==> src/hdl/pcff_pkg.sv <==
package pcff_pkg;

    localparam int DATA_W    = 32;
    localparam int FRAC_W    = 16;
    localparam int TS_W      = 17;
    localparam int MUL_W     = DATA_W + 1;
    localparam int PROD_W    = 2 * MUL_W;
    localparam int MUL_STEPS = MUL_W;
    localparam int MUL_CNT_W = $clog2(MUL_STEPS + 1);
    localparam int SAT_W     = PROD_W - FRAC_W + 1;
    localparam int REG_IDX_W = 3;

    typedef logic signed [DATA_W-1:0] q16_t;
    typedef logic [REG_IDX_W-1:0]     reg_idx_t;

    localparam reg_idx_t REG_PROP_GAIN   = 3'd0;
    localparam reg_idx_t REG_INT_GAIN    = 3'd1;
    localparam reg_idx_t REG_OUT_MIN     = 3'd2;
    localparam reg_idx_t REG_OUT_MAX     = 3'd3;
    localparam reg_idx_t REG_FF_GAIN     = 3'd4;
    localparam reg_idx_t REG_FF_MIN      = 3'd5;
    localparam reg_idx_t REG_FF_MAX      = 3'd6;
    localparam reg_idx_t REG_SAMPLE_TIME = 3'd7;

    localparam logic [TS_W-1:0] SAMPLE_TIME_RST = 17'd66;

    typedef struct packed {
        q16_t            prop_gain;
        q16_t            int_gain;
        q16_t            out_min;
        q16_t            out_max;
        q16_t            ff_gain;
        q16_t            ff_min;
        q16_t            ff_max;
        logic [TS_W-1:0] sample_time;
    } pcff_cfg_t;

    // which product the shared multiplier is working on
    typedef logic [1:0] mul_sel_t;
    localparam mul_sel_t MUL_PROP = 2'd0;
    localparam mul_sel_t MUL_FF   = 2'd1;
    localparam mul_sel_t MUL_GAIN = 2'd2;
    localparam mul_sel_t MUL_INCR = 2'd3;

    localparam logic signed [SAT_W-1:0] Q_MAX = 51'sh7FFF_FFFF;
    localparam logic signed [SAT_W-1:0] Q_MIN = -51'sh8000_0000;

    function automatic q16_t sat32(logic signed [SAT_W-1:0] v);
        q16_t r;
        if (v > Q_MAX)
        begin
            r = Q_MAX[DATA_W-1:0];
        end
        else if (v < Q_MIN)
        begin
            r = Q_MIN[DATA_W-1:0];
        end
        else
        begin
            r = v[DATA_W-1:0];
        end
        return r;
    endfunction

endpackage

==> src/hdl/pcff_if.sv <==
interface pcff_upd_if;
    import pcff_pkg::*;

    logic valid;
    logic ready;
    logic cmd;
    q16_t setpoint;
    q16_t measurement;

    modport source (output valid, cmd, setpoint, measurement, input ready);
    modport sink   (input valid, cmd, setpoint, measurement, output ready);
endinterface

interface pcff_res_if;
    import pcff_pkg::*;

    logic valid;
    logic ready;
    q16_t drive;

    modport source (output valid, drive, input ready);
    modport sink   (input valid, drive, output ready);
endinterface

==> src/hdl/pcff_regs.sv <==
module pcff_regs (
    input  logic                             clk,
    input  logic                             rst_n,
    input  logic                             cfg_we,
    input  pcff_pkg::reg_idx_t               cfg_index,
    input  logic [pcff_pkg::DATA_W-1:0]      cfg_data,
    output pcff_pkg::pcff_cfg_t              cfg
);
    import pcff_pkg::*;

    pcff_cfg_t cfg_reg;
    pcff_cfg_t cfg_next;

    always_comb
    begin
        cfg_next = cfg_reg;
        if (cfg_we)
        begin
            unique case (cfg_index)
                REG_PROP_GAIN:   cfg_next.prop_gain   = cfg_data;
                REG_INT_GAIN:    cfg_next.int_gain    = cfg_data;
                REG_OUT_MIN:     cfg_next.out_min     = cfg_data;
                REG_OUT_MAX:     cfg_next.out_max     = cfg_data;
                REG_FF_GAIN:     cfg_next.ff_gain     = cfg_data;
                REG_FF_MIN:      cfg_next.ff_min      = cfg_data;
                REG_FF_MAX:      cfg_next.ff_max      = cfg_data;
                REG_SAMPLE_TIME: cfg_next.sample_time = cfg_data[TS_W-1:0];
                default: ;
            endcase
        end
    end

    always_ff @(posedge clk or negedge rst_n)
    begin
        if (!rst_n)
        begin
            cfg_reg <= '{sample_time: SAMPLE_TIME_RST, default: '0};
        end
        else
        begin
            cfg_reg <= cfg_next;
        end
    end

    assign cfg = cfg_reg;

endmodule

==> src/hdl/pcff_smul.sv <==
// Radix-2 shift-add signed multiplier: one multiplier bit per cycle,
// the sign bit's partial product is subtracted.
module pcff_smul (
    input  logic                                clk,
    input  logic                                rst_n,
    input  logic                                start,
    input  logic signed [pcff_pkg::MUL_W-1:0]   a,
    input  logic signed [pcff_pkg::MUL_W-1:0]   b,
    output logic                                busy,
    output logic                                done,
    output logic signed [pcff_pkg::PROD_W-1:0]  product
);
    import pcff_pkg::*;

    logic signed [PROD_W-1:0] mcand_reg, mcand_next;
    logic [MUL_W-1:0]         mplier_reg, mplier_next;
    logic signed [PROD_W-1:0] acc_reg, acc_next;
    logic [MUL_CNT_W-1:0]     cnt_reg, cnt_next;
    logic                     busy_reg, busy_next;
    logic                     done_reg, done_next;
    logic                     last;
    logic signed [PROD_W-1:0] addend;

    assign last   = (cnt_reg == MUL_CNT_W'(MUL_STEPS - 1));
    assign addend = mplier_reg[0] ? mcand_reg : '0;

    always_comb
    begin
        mcand_next  = mcand_reg;
        mplier_next = mplier_reg;
        acc_next    = acc_reg;
        cnt_next    = cnt_reg;
        busy_next   = busy_reg;
        done_next   = 1'b0;
        if (start)
        begin
            mcand_next  = PROD_W'(a);
            mplier_next = b;
            acc_next    = '0;
            cnt_next    = '0;
            busy_next   = 1'b1;
        end
        else if (busy_reg)
        begin
            acc_next    = last ? (acc_reg - addend) : (acc_reg + addend);
            mcand_next  = mcand_reg <<< 1;
            mplier_next = mplier_reg >> 1;
            cnt_next    = cnt_reg + 1'b1;
            if (last)
            begin
                busy_next = 1'b0;
                done_next = 1'b1;
            end
        end
    end

    always_ff @(posedge clk or negedge rst_n)
    begin
        if (!rst_n)
        begin
            cnt_reg  <= '0;
            busy_reg <= 1'b0;
            done_reg <= 1'b0;
        end
        else
        begin
            cnt_reg  <= cnt_next;
            busy_reg <= busy_next;
            done_reg <= done_next;
        end
    end

    always_ff @(posedge clk)
    begin
        mcand_reg  <= mcand_next;
        mplier_reg <= mplier_next;
        acc_reg    <= acc_next;
    end

    assign busy    = busy_reg;
    assign done    = done_reg;
    assign product = acc_reg;

endmodule

==> src/hdl/pi_controller_ff_antiwindup.sv <==
// PI controller with clamped setpoint feedforward and trapezoidal integrator
// anti-windup, signed Q16.16. An update beat runs four products (proportional,
// feedforward, step gain, integrator increment) one after another through a
// single bit-serial multiplier that retires one multiplier bit per cycle,
// followed by the integrator update, limit clamp and output sum states. A new
// update is accepted only once the previous beat is back in idle. A clear beat
// skips the products and the integrator update. The result sits in an output
// register, so a new beat is taken while the previous result waits.
// Configuration writes are taken at any time but belong in idle periods.
module pi_controller_ff_antiwindup (
    input  logic                         clk,
    input  logic                         rst_n,
    input  logic                         cfg_we,
    input  pcff_pkg::reg_idx_t           cfg_index,
    input  logic [pcff_pkg::DATA_W-1:0]  cfg_data,
    pcff_upd_if.sink                     update,
    pcff_res_if.source                   result
);
    import pcff_pkg::*;

    typedef enum logic [4:0] {
        S_IDLE = 5'b00001,
        S_MUL  = 5'b00010,
        S_ACC  = 5'b00100,
        S_LIM  = 5'b01000,
        S_SUM  = 5'b10000
    } state_t;

    pcff_cfg_t cfg;

    state_t   state_reg, state_next;
    mul_sel_t mul_sel_reg, mul_sel_next;
    logic     mul_start_reg, mul_start_next;
    logic     clr_reg, clr_next;
    logic     out_valid_reg, out_valid_next;
    q16_t     sp_reg, sp_next;
    q16_t     err_reg, err_next;
    q16_t     last_reg, last_next;
    q16_t     g_reg, g_next;
    q16_t     prop_reg, prop_next;
    q16_t     ff_reg, ff_next;
    q16_t     acc_reg, acc_next;
    q16_t     lmax_reg, lmax_next;
    q16_t     lmin_reg, lmin_next;
    q16_t     drive_reg, drive_next;
    logic signed [PROD_W-FRAC_W-1:0] incr_reg, incr_next;

    logic                      mul_busy;
    logic                      mul_done;
    logic signed [MUL_W-1:0]   mul_a;
    logic signed [MUL_W-1:0]   mul_b;
    logic signed [PROD_W-1:0]  mul_product;

    logic signed [DATA_W:0]          diff;
    logic signed [DATA_W:0]          err_sum;
    logic signed [PROD_W-FRAC_W-1:0] prod_q;
    q16_t                            prod_sat;
    q16_t                            ff_clamped;
    logic signed [SAT_W-1:0]         acc_sum;
    logic signed [DATA_W+1:0]        dhi;
    logic signed [DATA_W+1:0]        dlo;
    logic signed [DATA_W:0]          hp;
    logic signed [DATA_W:0]          lp;
    q16_t                            acc_clamped;
    logic signed [DATA_W+1:0]        y_sum;
    q16_t                            y_clamped;
    logic                            out_free;

    pcff_regs u_regs (
        .clk       (clk),
        .rst_n     (rst_n),
        .cfg_we    (cfg_we),
        .cfg_index (cfg_index),
        .cfg_data  (cfg_data),
        .cfg       (cfg)
    );

    always_comb
    begin
        mul_a = '0;
        mul_b = '0;
        case (mul_sel_reg)
            MUL_PROP:
            begin
                mul_a = MUL_W'(cfg.prop_gain);
                mul_b = MUL_W'(err_reg);
            end
            MUL_FF:
            begin
                mul_a = MUL_W'(cfg.ff_gain);
                mul_b = MUL_W'(sp_reg);
            end
            MUL_GAIN:
            begin
                mul_a = MUL_W'(cfg.sample_time);
                mul_b = MUL_W'(cfg.int_gain);
            end
            MUL_INCR:
            begin
                mul_a = MUL_W'(g_reg);
                mul_b = err_sum;
            end
            default: ;
        endcase
    end

    pcff_smul u_smul (
        .clk     (clk),
        .rst_n   (rst_n),
        .start   (mul_start_reg),
        .a       (mul_a),
        .b       (mul_b),
        .busy    (mul_busy),
        .done    (mul_done),
        .product (mul_product)
    );

    assign diff    = (DATA_W+1)'(update.setpoint) - (DATA_W+1)'(update.measurement);
    assign err_sum = (DATA_W+1)'(err_reg) + (DATA_W+1)'(last_reg);

    // products are Q34.32; drop 16 fraction bits (floor)
    assign prod_q   = mul_product[PROD_W-1:FRAC_W];
    assign prod_sat = sat32(SAT_W'(prod_q));

    always_comb
    begin
        if (prod_sat > cfg.ff_max)
        begin
            ff_clamped = cfg.ff_max;
        end
        else if (prod_sat < cfg.ff_min)
        begin
            ff_clamped = cfg.ff_min;
        end
        else
        begin
            ff_clamped = prod_sat;
        end
    end

    assign acc_sum = SAT_W'(acc_reg) + SAT_W'(incr_reg);

    assign dhi = (DATA_W+2)'(cfg.out_max) - (DATA_W+2)'(prop_reg) - (DATA_W+2)'(ff_reg);
    assign dlo = (DATA_W+2)'(cfg.out_min) - (DATA_W+2)'(prop_reg) - (DATA_W+2)'(ff_reg);
    assign hp  = (DATA_W+1)'(cfg.out_max) - (DATA_W+1)'(prop_reg);
    assign lp  = (DATA_W+1)'(cfg.out_min) - (DATA_W+1)'(prop_reg);

    // when the limits cross, a value above the upper limit takes it, any other takes the lower
    always_comb
    begin
        if (acc_reg > lmax_reg)
        begin
            acc_clamped = lmax_reg;
        end
        else if (acc_reg < lmin_reg)
        begin
            acc_clamped = lmin_reg;
        end
        else
        begin
            acc_clamped = acc_reg;
        end
    end

    assign y_sum = (DATA_W+2)'(prop_reg) + (DATA_W+2)'(ff_reg) + (DATA_W+2)'(acc_reg);

    always_comb
    begin
        if (y_sum > (DATA_W+2)'(cfg.out_max))
        begin
            y_clamped = cfg.out_max;
        end
        else if (y_sum < (DATA_W+2)'(cfg.out_min))
        begin
            y_clamped = cfg.out_min;
        end
        else
        begin
            y_clamped = y_sum[DATA_W-1:0];
        end
    end

    assign out_free = !out_valid_reg || result.ready;

    always_comb
    begin
        state_next     = state_reg;
        mul_sel_next   = mul_sel_reg;
        mul_start_next = 1'b0;
        clr_next       = clr_reg;
        out_valid_next = out_valid_reg;
        sp_next        = sp_reg;
        err_next       = err_reg;
        last_next      = last_reg;
        g_next         = g_reg;
        prop_next      = prop_reg;
        ff_next        = ff_reg;
        acc_next       = acc_reg;
        lmax_next      = lmax_reg;
        lmin_next      = lmin_reg;
        drive_next     = drive_reg;
        incr_next      = incr_reg;

        if (out_valid_reg && result.ready)
        begin
            out_valid_next = 1'b0;
        end

        unique case (state_reg)
            S_IDLE:
            begin
                if (update.valid)
                begin
                    clr_next = update.cmd;
                    sp_next  = update.setpoint;
                    if (update.cmd)
                    begin
                        acc_next   = '0;
                        last_next  = '0;
                        state_next = S_SUM;
                    end
                    else
                    begin
                        err_next       = sat32(SAT_W'(diff));
                        mul_sel_next   = MUL_PROP;
                        mul_start_next = 1'b1;
                        state_next     = S_MUL;
                    end
                end
            end
            S_MUL:
            begin
                if (mul_done)
                begin
                    case (mul_sel_reg)
                        MUL_PROP: prop_next = prod_sat;
                        MUL_FF:   ff_next   = ff_clamped;
                        // the extra bit of shift folds in the trapezoid's half
                        MUL_GAIN: g_next    = mul_product[DATA_W+TS_W-1:TS_W];
                        MUL_INCR: incr_next = prod_q;
                        default: ;
                    endcase
                    if (mul_sel_reg == MUL_INCR)
                    begin
                        state_next = S_ACC;
                    end
                    else
                    begin
                        mul_sel_next   = mul_sel_reg + 1'b1;
                        mul_start_next = 1'b1;
                    end
                end
            end
            S_ACC:
            begin
                acc_next   = sat32(acc_sum);
                lmax_next  = (dhi > 0) ? sat32(SAT_W'(hp)) : '0;
                lmin_next  = (dlo < 0) ? sat32(SAT_W'(lp)) : '0;
                state_next = S_LIM;
            end
            S_LIM:
            begin
                acc_next   = acc_clamped;
                last_next  = err_reg;
                state_next = S_SUM;
            end
            S_SUM:
            begin
                if (out_free)
                begin
                    out_valid_next = 1'b1;
                    drive_next     = clr_reg ? '0 : y_clamped;
                    state_next     = S_IDLE;
                end
            end
            default:
            begin
                state_next = S_IDLE;
            end
        endcase
    end

    always_ff @(posedge clk or negedge rst_n)
    begin
        if (!rst_n)
        begin
            state_reg     <= S_IDLE;
            mul_sel_reg   <= MUL_PROP;
            mul_start_reg <= 1'b0;
            clr_reg       <= 1'b0;
            out_valid_reg <= 1'b0;
            acc_reg       <= '0;
            last_reg      <= '0;
        end
        else
        begin
            state_reg     <= state_next;
            mul_sel_reg   <= mul_sel_next;
            mul_start_reg <= mul_start_next;
            clr_reg       <= clr_next;
            out_valid_reg <= out_valid_next;
            acc_reg       <= acc_next;
            last_reg      <= last_next;
        end
    end

    always_ff @(posedge clk)
    begin
        sp_reg    <= sp_next;
        err_reg   <= err_next;
        g_reg     <= g_next;
        prop_reg  <= prop_next;
        ff_reg    <= ff_next;
        lmax_reg  <= lmax_next;
        lmin_reg  <= lmin_next;
        drive_reg <= drive_next;
        incr_reg  <= incr_next;
    end

    assign update.ready = (state_reg == S_IDLE);
    assign result.valid = out_valid_reg;
    assign result.drive = drive_reg;

    a_mul_quiet_idle: assert property (@(posedge clk) disable iff (!rst_n)
        state_reg == S_IDLE |-> !mul_busy)
        else $error("multiplier busy while controller idle");

    a_mul_done_state: assert property (@(posedge clk) disable iff (!rst_n)
        mul_done |-> state_reg == S_MUL)
        else $error("multiplier finished outside multiply phase");

    a_integ_in_limits: assert property (@(posedge clk) disable iff (!rst_n)
        (state_reg == S_LIM && lmin_reg <= lmax_reg)
        |=> (acc_reg <= lmax_reg && acc_reg >= lmin_reg))
        else $error("integrator outside anti-windup limits");

    a_clear_zero: assert property (@(posedge clk) disable iff (!rst_n)
        (state_reg == S_SUM && clr_reg && out_free)
        |=> (result.valid && result.drive == '0))
        else $error("clear did not return zero drive");

endmodule
==> src/flat_wrapper.sv <==
// flat-port wrapper written by rule: the top's interface ports become plain ports
module pi_controller_ff_antiwindup_flat import pcff_pkg::*;
  (clk, rst_n, cfg_we, cfg_index, cfg_data, update_valid, update_cmd, update_setpoint, update_measurement, update_ready, result_valid, result_drive, result_ready);
  pcff_upd_if update_i ();
  pcff_res_if result_i ();
  input  logic clk;
  input  logic rst_n;
  input  logic cfg_we;
  input  pcff_pkg::reg_idx_t cfg_index;
  input  logic [pcff_pkg::DATA_W-1:0] cfg_data;
  input wire logic [$bits(update_i.valid)-1:0] update_valid;
  input wire logic [$bits(update_i.cmd)-1:0] update_cmd;
  input wire logic [$bits(update_i.setpoint)-1:0] update_setpoint;
  input wire logic [$bits(update_i.measurement)-1:0] update_measurement;
  output wire logic [$bits(update_i.ready)-1:0] update_ready;
  output wire logic [$bits(result_i.valid)-1:0] result_valid;
  output wire logic [$bits(result_i.drive)-1:0] result_drive;
  input wire logic [$bits(result_i.ready)-1:0] result_ready;
  assign update_i.valid = update_valid;
  assign update_i.cmd = update_cmd;
  assign update_i.setpoint = update_setpoint;
  assign update_i.measurement = update_measurement;
  assign update_ready = update_i.ready;
  assign result_valid = result_i.valid;
  assign result_drive = result_i.drive;
  assign result_i.ready = result_ready;
  pi_controller_ff_antiwindup u_core (.clk(clk), .rst_n(rst_n), .cfg_we(cfg_we), .cfg_index(cfg_index), .cfg_data(cfg_data), .update(update_i), .result(result_i));
endmodule
==> config.mk <==
export PLATFORM = sky130hd
export DESIGN_NAME = pi_controller_ff_antiwindup_flat
export DESIGN_NICKNAME = d
export VERILOG_FILES = /design/src/hdl/pcff_pkg.sv /design/src/hdl/pcff_if.sv /design/src/hdl/pcff_regs.sv /design/src/hdl/pcff_smul.sv /design/src/hdl/pi_controller_ff_antiwindup.sv /design/src/flat_wrapper.sv
export SDC_FILE = /design/constraint.sdc
export NUM_CORES = 2
export LEC_CHECK = 0
export ABC_AREA = 1
export BUFFER_PORTS_ARGS = -buffer_cell sky130_fd_sc_hd__clkbuf_2
export CORE_MARGIN = 4
export CORE_UTILIZATION = 55
export DETAILED_ROUTE_END_ITERATION = 12
export HOLD_SLACK_MARGIN = 0.15
export PLACE_DENSITY = 0.73
export SETUP_SLACK_MARGIN = 0.5
export SYNTH_ARGS = -nofsm -noshare
export SYNTH_HDL_FRONTEND = slang
export SYNTH_HIERARCHICAL = 1
export SYNTH_SLANG_ARGS = --single-unit
==> constraint.sdc <==
create_clock -name clk -period 6.2 [get_ports clk]
set_clock_uncertainty 0.2 [all_clocks]
set_input_delay 0.31 -clock clk [delete_from_list [all_inputs] [get_ports clk]]
set_output_delay 0.31 -clock clk [all_outputs]
set_load 0.05 [all_outputs]
==> results.sh <==
export IMPL_synthSimpleGateAreaFrac=0.265
export IMPL_r2r_slack_ns=0.68
export IMPL_crit_reg2reg_capture="u_core/result.drive[20]$_SDFFCE_PP0P_"
export IMPL_wl_per_cell_um=23.2
export IMPL_overflow=0
export IMPL_hpwl_mm=188
export IMPL_ys_ff_latch=794
export IMPL_grt_pass1_vias=58346
export IMPL_io_pins=139
export IMPL_drv_cap=0
export IMPL_synthAdderAreaFrac=0.140
export IMPL_clock_sinks=794
export IMPL_yosysTopAreaCell="edfxtp_1"
export IMPL_setup_viol=0
export IMPL_die_h_um=347
export IMPL_timing_fmax_mhz=181
export IMPL_synth_enable_flop_cells=405
export IMPL_yosysSeqAreaShare=0.342
export IMPL_fin_hold_ws_ns=0.197
export IMPL_numCtsBuffers=88
export IMPL_fin_crit_ns=5.52
export IMPL_layout_common_cells="nand2_1, inv_1, nor2_1"
export IMPL_largest_register_ffs=241
export IMPL_synth_xor_area_frac=0.0376
export IMPL_synth_mux_area_frac=0
export IMPL_min_from="update_setpoint[9]"
export IMPL_clk_pin_slew_worst_paths_ns=0.06
export IMPL_syn_inst=8663
export IMPL_syn_avg_cell_area_um2=7.29
export IMPL_period_share=0.890
export IMPL_worst_ep_required_time_ns=6.39
export IMPL_die_w_um=347
export IMPL_cts_max_path_buffers=3
export IMPL_synth_flop_cell="edfxtp_1"
export IMPL_drt_antenna_violating_nets=0
export IMPL_hold_end="u_core/sp_reg[9]$_DFFE_PP_"
export IMPL_nets=9643
export IMPL_powerDensity_nw_per_um2=567
export IMPL_dieArea_um2=120000
export IMPL_cts_max_level=3
export IMPL_setup_tns_ns=0
export IMPL_core_area_um2=114000
export IMPL_antenna_found_initial=13
export IMPL_async_reset_ff_frac=0.407
export IMPL_gr_usage_all_layers=0.393
export IMPL_area_growth_pct=11.2
export IMPL_drive_above_1_share=0.0693
export IMPL_grt_pass1_wl_mm=361
export IMPL_critPathMaxFanout=13
export IMPL_grt_max_degree=145
export IMPL_place_ws_ns=0.227
export IMPL_slew_headroom=0.194
export IMPL_worstMarginPinSlew_ns=1.21
export IMPL_vias_per_cell=5.91
export IMPL_synthTopCellsByArea="edfxtp_1, nand2_1, dfrtp_1"
export IMPL_syn_nets=9412
export IMPL_insertion_delay_ns=0.71
export IMPL_worst_slack_ns=0.679
export IMPL_synth_top_family_by_area="simple AND/OR/NAND/NOR gates"
export IMPL_cts_root_buffer="clkbuf_16"
export IMPL_power_leakage_nw=35.2
export IMPL_min_path_type="in2reg"
export IMPL_layout_cells_most_common="nand2_1"
export IMPL_finalHoldViolations=0
export IMPL_synth_warnings=6
export IMPL_start_util=0.553
export IMPL_gp_congestion=1.06
export IMPL_r2r_cells=23
export IMPL_dr_total_vias=61922
export IMPL_worstSetupStartpointType="register"
export IMPL_rows=124
export IMPL_endpoint_kind="register"
export IMPL_maxSlewViolCount=0
export IMPL_crit_arrival_ns=5.71
export IMPL_status="finished, final reports clean"
export IMPL_drt_iter0_markers=7539
export IMPL_io_buffers=138
export IMPL_post_synth_top_area_fraction=0.193
export IMPL_dr_pass1_iters=7
export IMPL_ir_drop_v=0.000630
export IMPL_synth_distinct_cells=69
export IMPL_crit_type="reg2reg"
export IMPL_drc=0
export IMPL_synth_area_um2=63100
export IMPL_fillerInstances=10476
export IMPL_hold_depth=2
export IMPL_reg2reg_from="u_core/acc_reg[3]$_DFFE_PN0P_"
export IMPL_cts_tree="done"
export IMPL_drt_wl_total_mm=243
export IMPL_synth_compound_area_share=0.130
export IMPL_rsz0062_at_grt="false"
area by class of cell:
type / instances / area [µm²] / share of cell area
tap: 1512 / 1890 / 0.0269
sequential: 794 / 21600 / 0.307
inverter: 1142 / 4290 / 0.0611
clock buffer: 118 / 2520 / 0.0359
clock inverter: 48 / 453 / 0.00645
multi-input combinational: 6472 / 36400 / 0.519
timing repair buffer: 396 / 3070 / 0.0437
antenna: 4 / 10.0 / 0.000143
report_power, final:
group	internal [W]	switching (W)
logic	0.00833	0.0173
clock network	0.00303	0.00236
registers	0.00739	0.00136
total	0.0188	0.0211
metrics by stage:
step	util	std cells	power [W]	instance area (µm²)
6_report	0.615	10486	0.0398	70200
5_1_grt	0.615	10483	0.0426	70200
4_1_cts	0.612	10475	0.0383	69900
3_5_place_dp	0.575	10184	0.0327	65700
3_3_place_gp	0.575	10184	0.0324	65700
2_1_floorplan	-	8663	0.0249	63100
worst max-delay path by stage:
stage	start	endpoint	slack (ns)
floorplan	u_core/state_reg[0]$_DFFE_PN1P_	u_core/acc_reg[31]$_DFFE_PN0P_	1.03
global placement	u_core/prop_reg[1]$_DFFE_PP_	u_core/result.drive[29]$_SDFFCE_PP0P_	0.25
detailed placement	u_core/prop_reg[1]$_DFFE_PP_	u_core/result.drive[20]$_SDFFCE_PP0P_	0.23
CTS	u_core/acc_reg[3]$_DFFE_PN0P_	u_core/result.drive[20]$_SDFFCE_PP0P_	0.49
global route	u_core/prop_reg[1]$_DFFE_PP_	u_core/result.drive[31]$_SDFFCE_PP0P_	0.48
finish	u_core/acc_reg[3]$_DFFE_PN0P_	u_core/result.drive[20]$_SDFFCE_PP0P_	0.68
synth_stat cells (25+ instances only):
| cell | count |
|---|---|
| o21ai_0 | 443 |
| a31oi_1 | 79 |
| nor2_2 | 25 |
| nor2_1 | 708 |
| ha_1 | 543 |
| clkbuf_1 | 162 |
| buf_2 | 50 |
| o21bai_1 | 43 |
| inv_1 | 1129 |
| a22oi_1 | 25 |
| nand2_1 | 2664 |
| nand4_1 | 72 |
| dfxtp_1 | 66 |
| fa_1 | 101 |
| xnor2_1 | 103 |
| nor3_1 | 64 |
| a21o_1 | 32 |
| o211ai_1 | 28 |
| nand3_1 | 421 |
| nand2_2 | 45 |
| a21oi_1 | 659 |
| dfrtp_1 | 320 |
| a221oi_1 | 32 |
| xor2_1 | 166 |
| edfxtp_1 | 405 |
cell families after synthesis:
| family | Yosys count |
|---|---|
| flops | 794 |
| fa+ha+maj | 644 |
| xor+xnor | 270 |
| compound gates | 1463 |
| buf+inv | 1397 |
| simple gates | 4095 |
worst max-delay path, cell delays in order (launching register included):
cell,delay (ns)
dfrtp_2,0.49
fa_1,0.46
ha_1,0.35
nand3_1,0.09
nand2_1,0.22
a21boi_4,0.12
o21ai_0,0.32
a21oi_2,0.14
o21ai_0,0.37
a21oi_1,0.15
xnor2_1,0.37
ha_1,0.19
nand2_1,0.11
nor3_1,0.34
o21ai_0,0.17
o2111ai_1,0.13
nand2_1,0.08
nand3_1,0.11
xnor2_1,0.08
nand2_2,0.19
buf_12,0.18
clkinvlp_4,0.16
nand2_1,0.10
a21oi_1,0.09
layer usage:
| layer | part of all wire | track usage | up-vias | wire [µm] |
|---|---|---|---|---|
| li1 | - | - | 28759 | - |
| met2 | 0.43 | 0.605 | 3327 | 105000 |
| met3 | 0.099 | 0.0733 | 628 | 24100 |
| met1 | 0.40 | 0.526 | 29196 | 96900 |
| met5 | 0.00031 | 0 | - | 76 |
| met4 | 0.067 | 0.214 | 12 | 16300 |
timing repair:
| action | CTS | global route |
|---|---|---|
| pin swaps | 0 | 17 |
| hold buffers | 124 | 0 |
| hold endpoints to repair | 458 | 0 |
| cloned | 0 | 2 |
| resized for setup | 9 | 49 |
| setup endpoints to repair | 32 | 32 |
| setup buffers | 1 | 5 |
No activity file was read; power rests on OpenSTA's default activity.
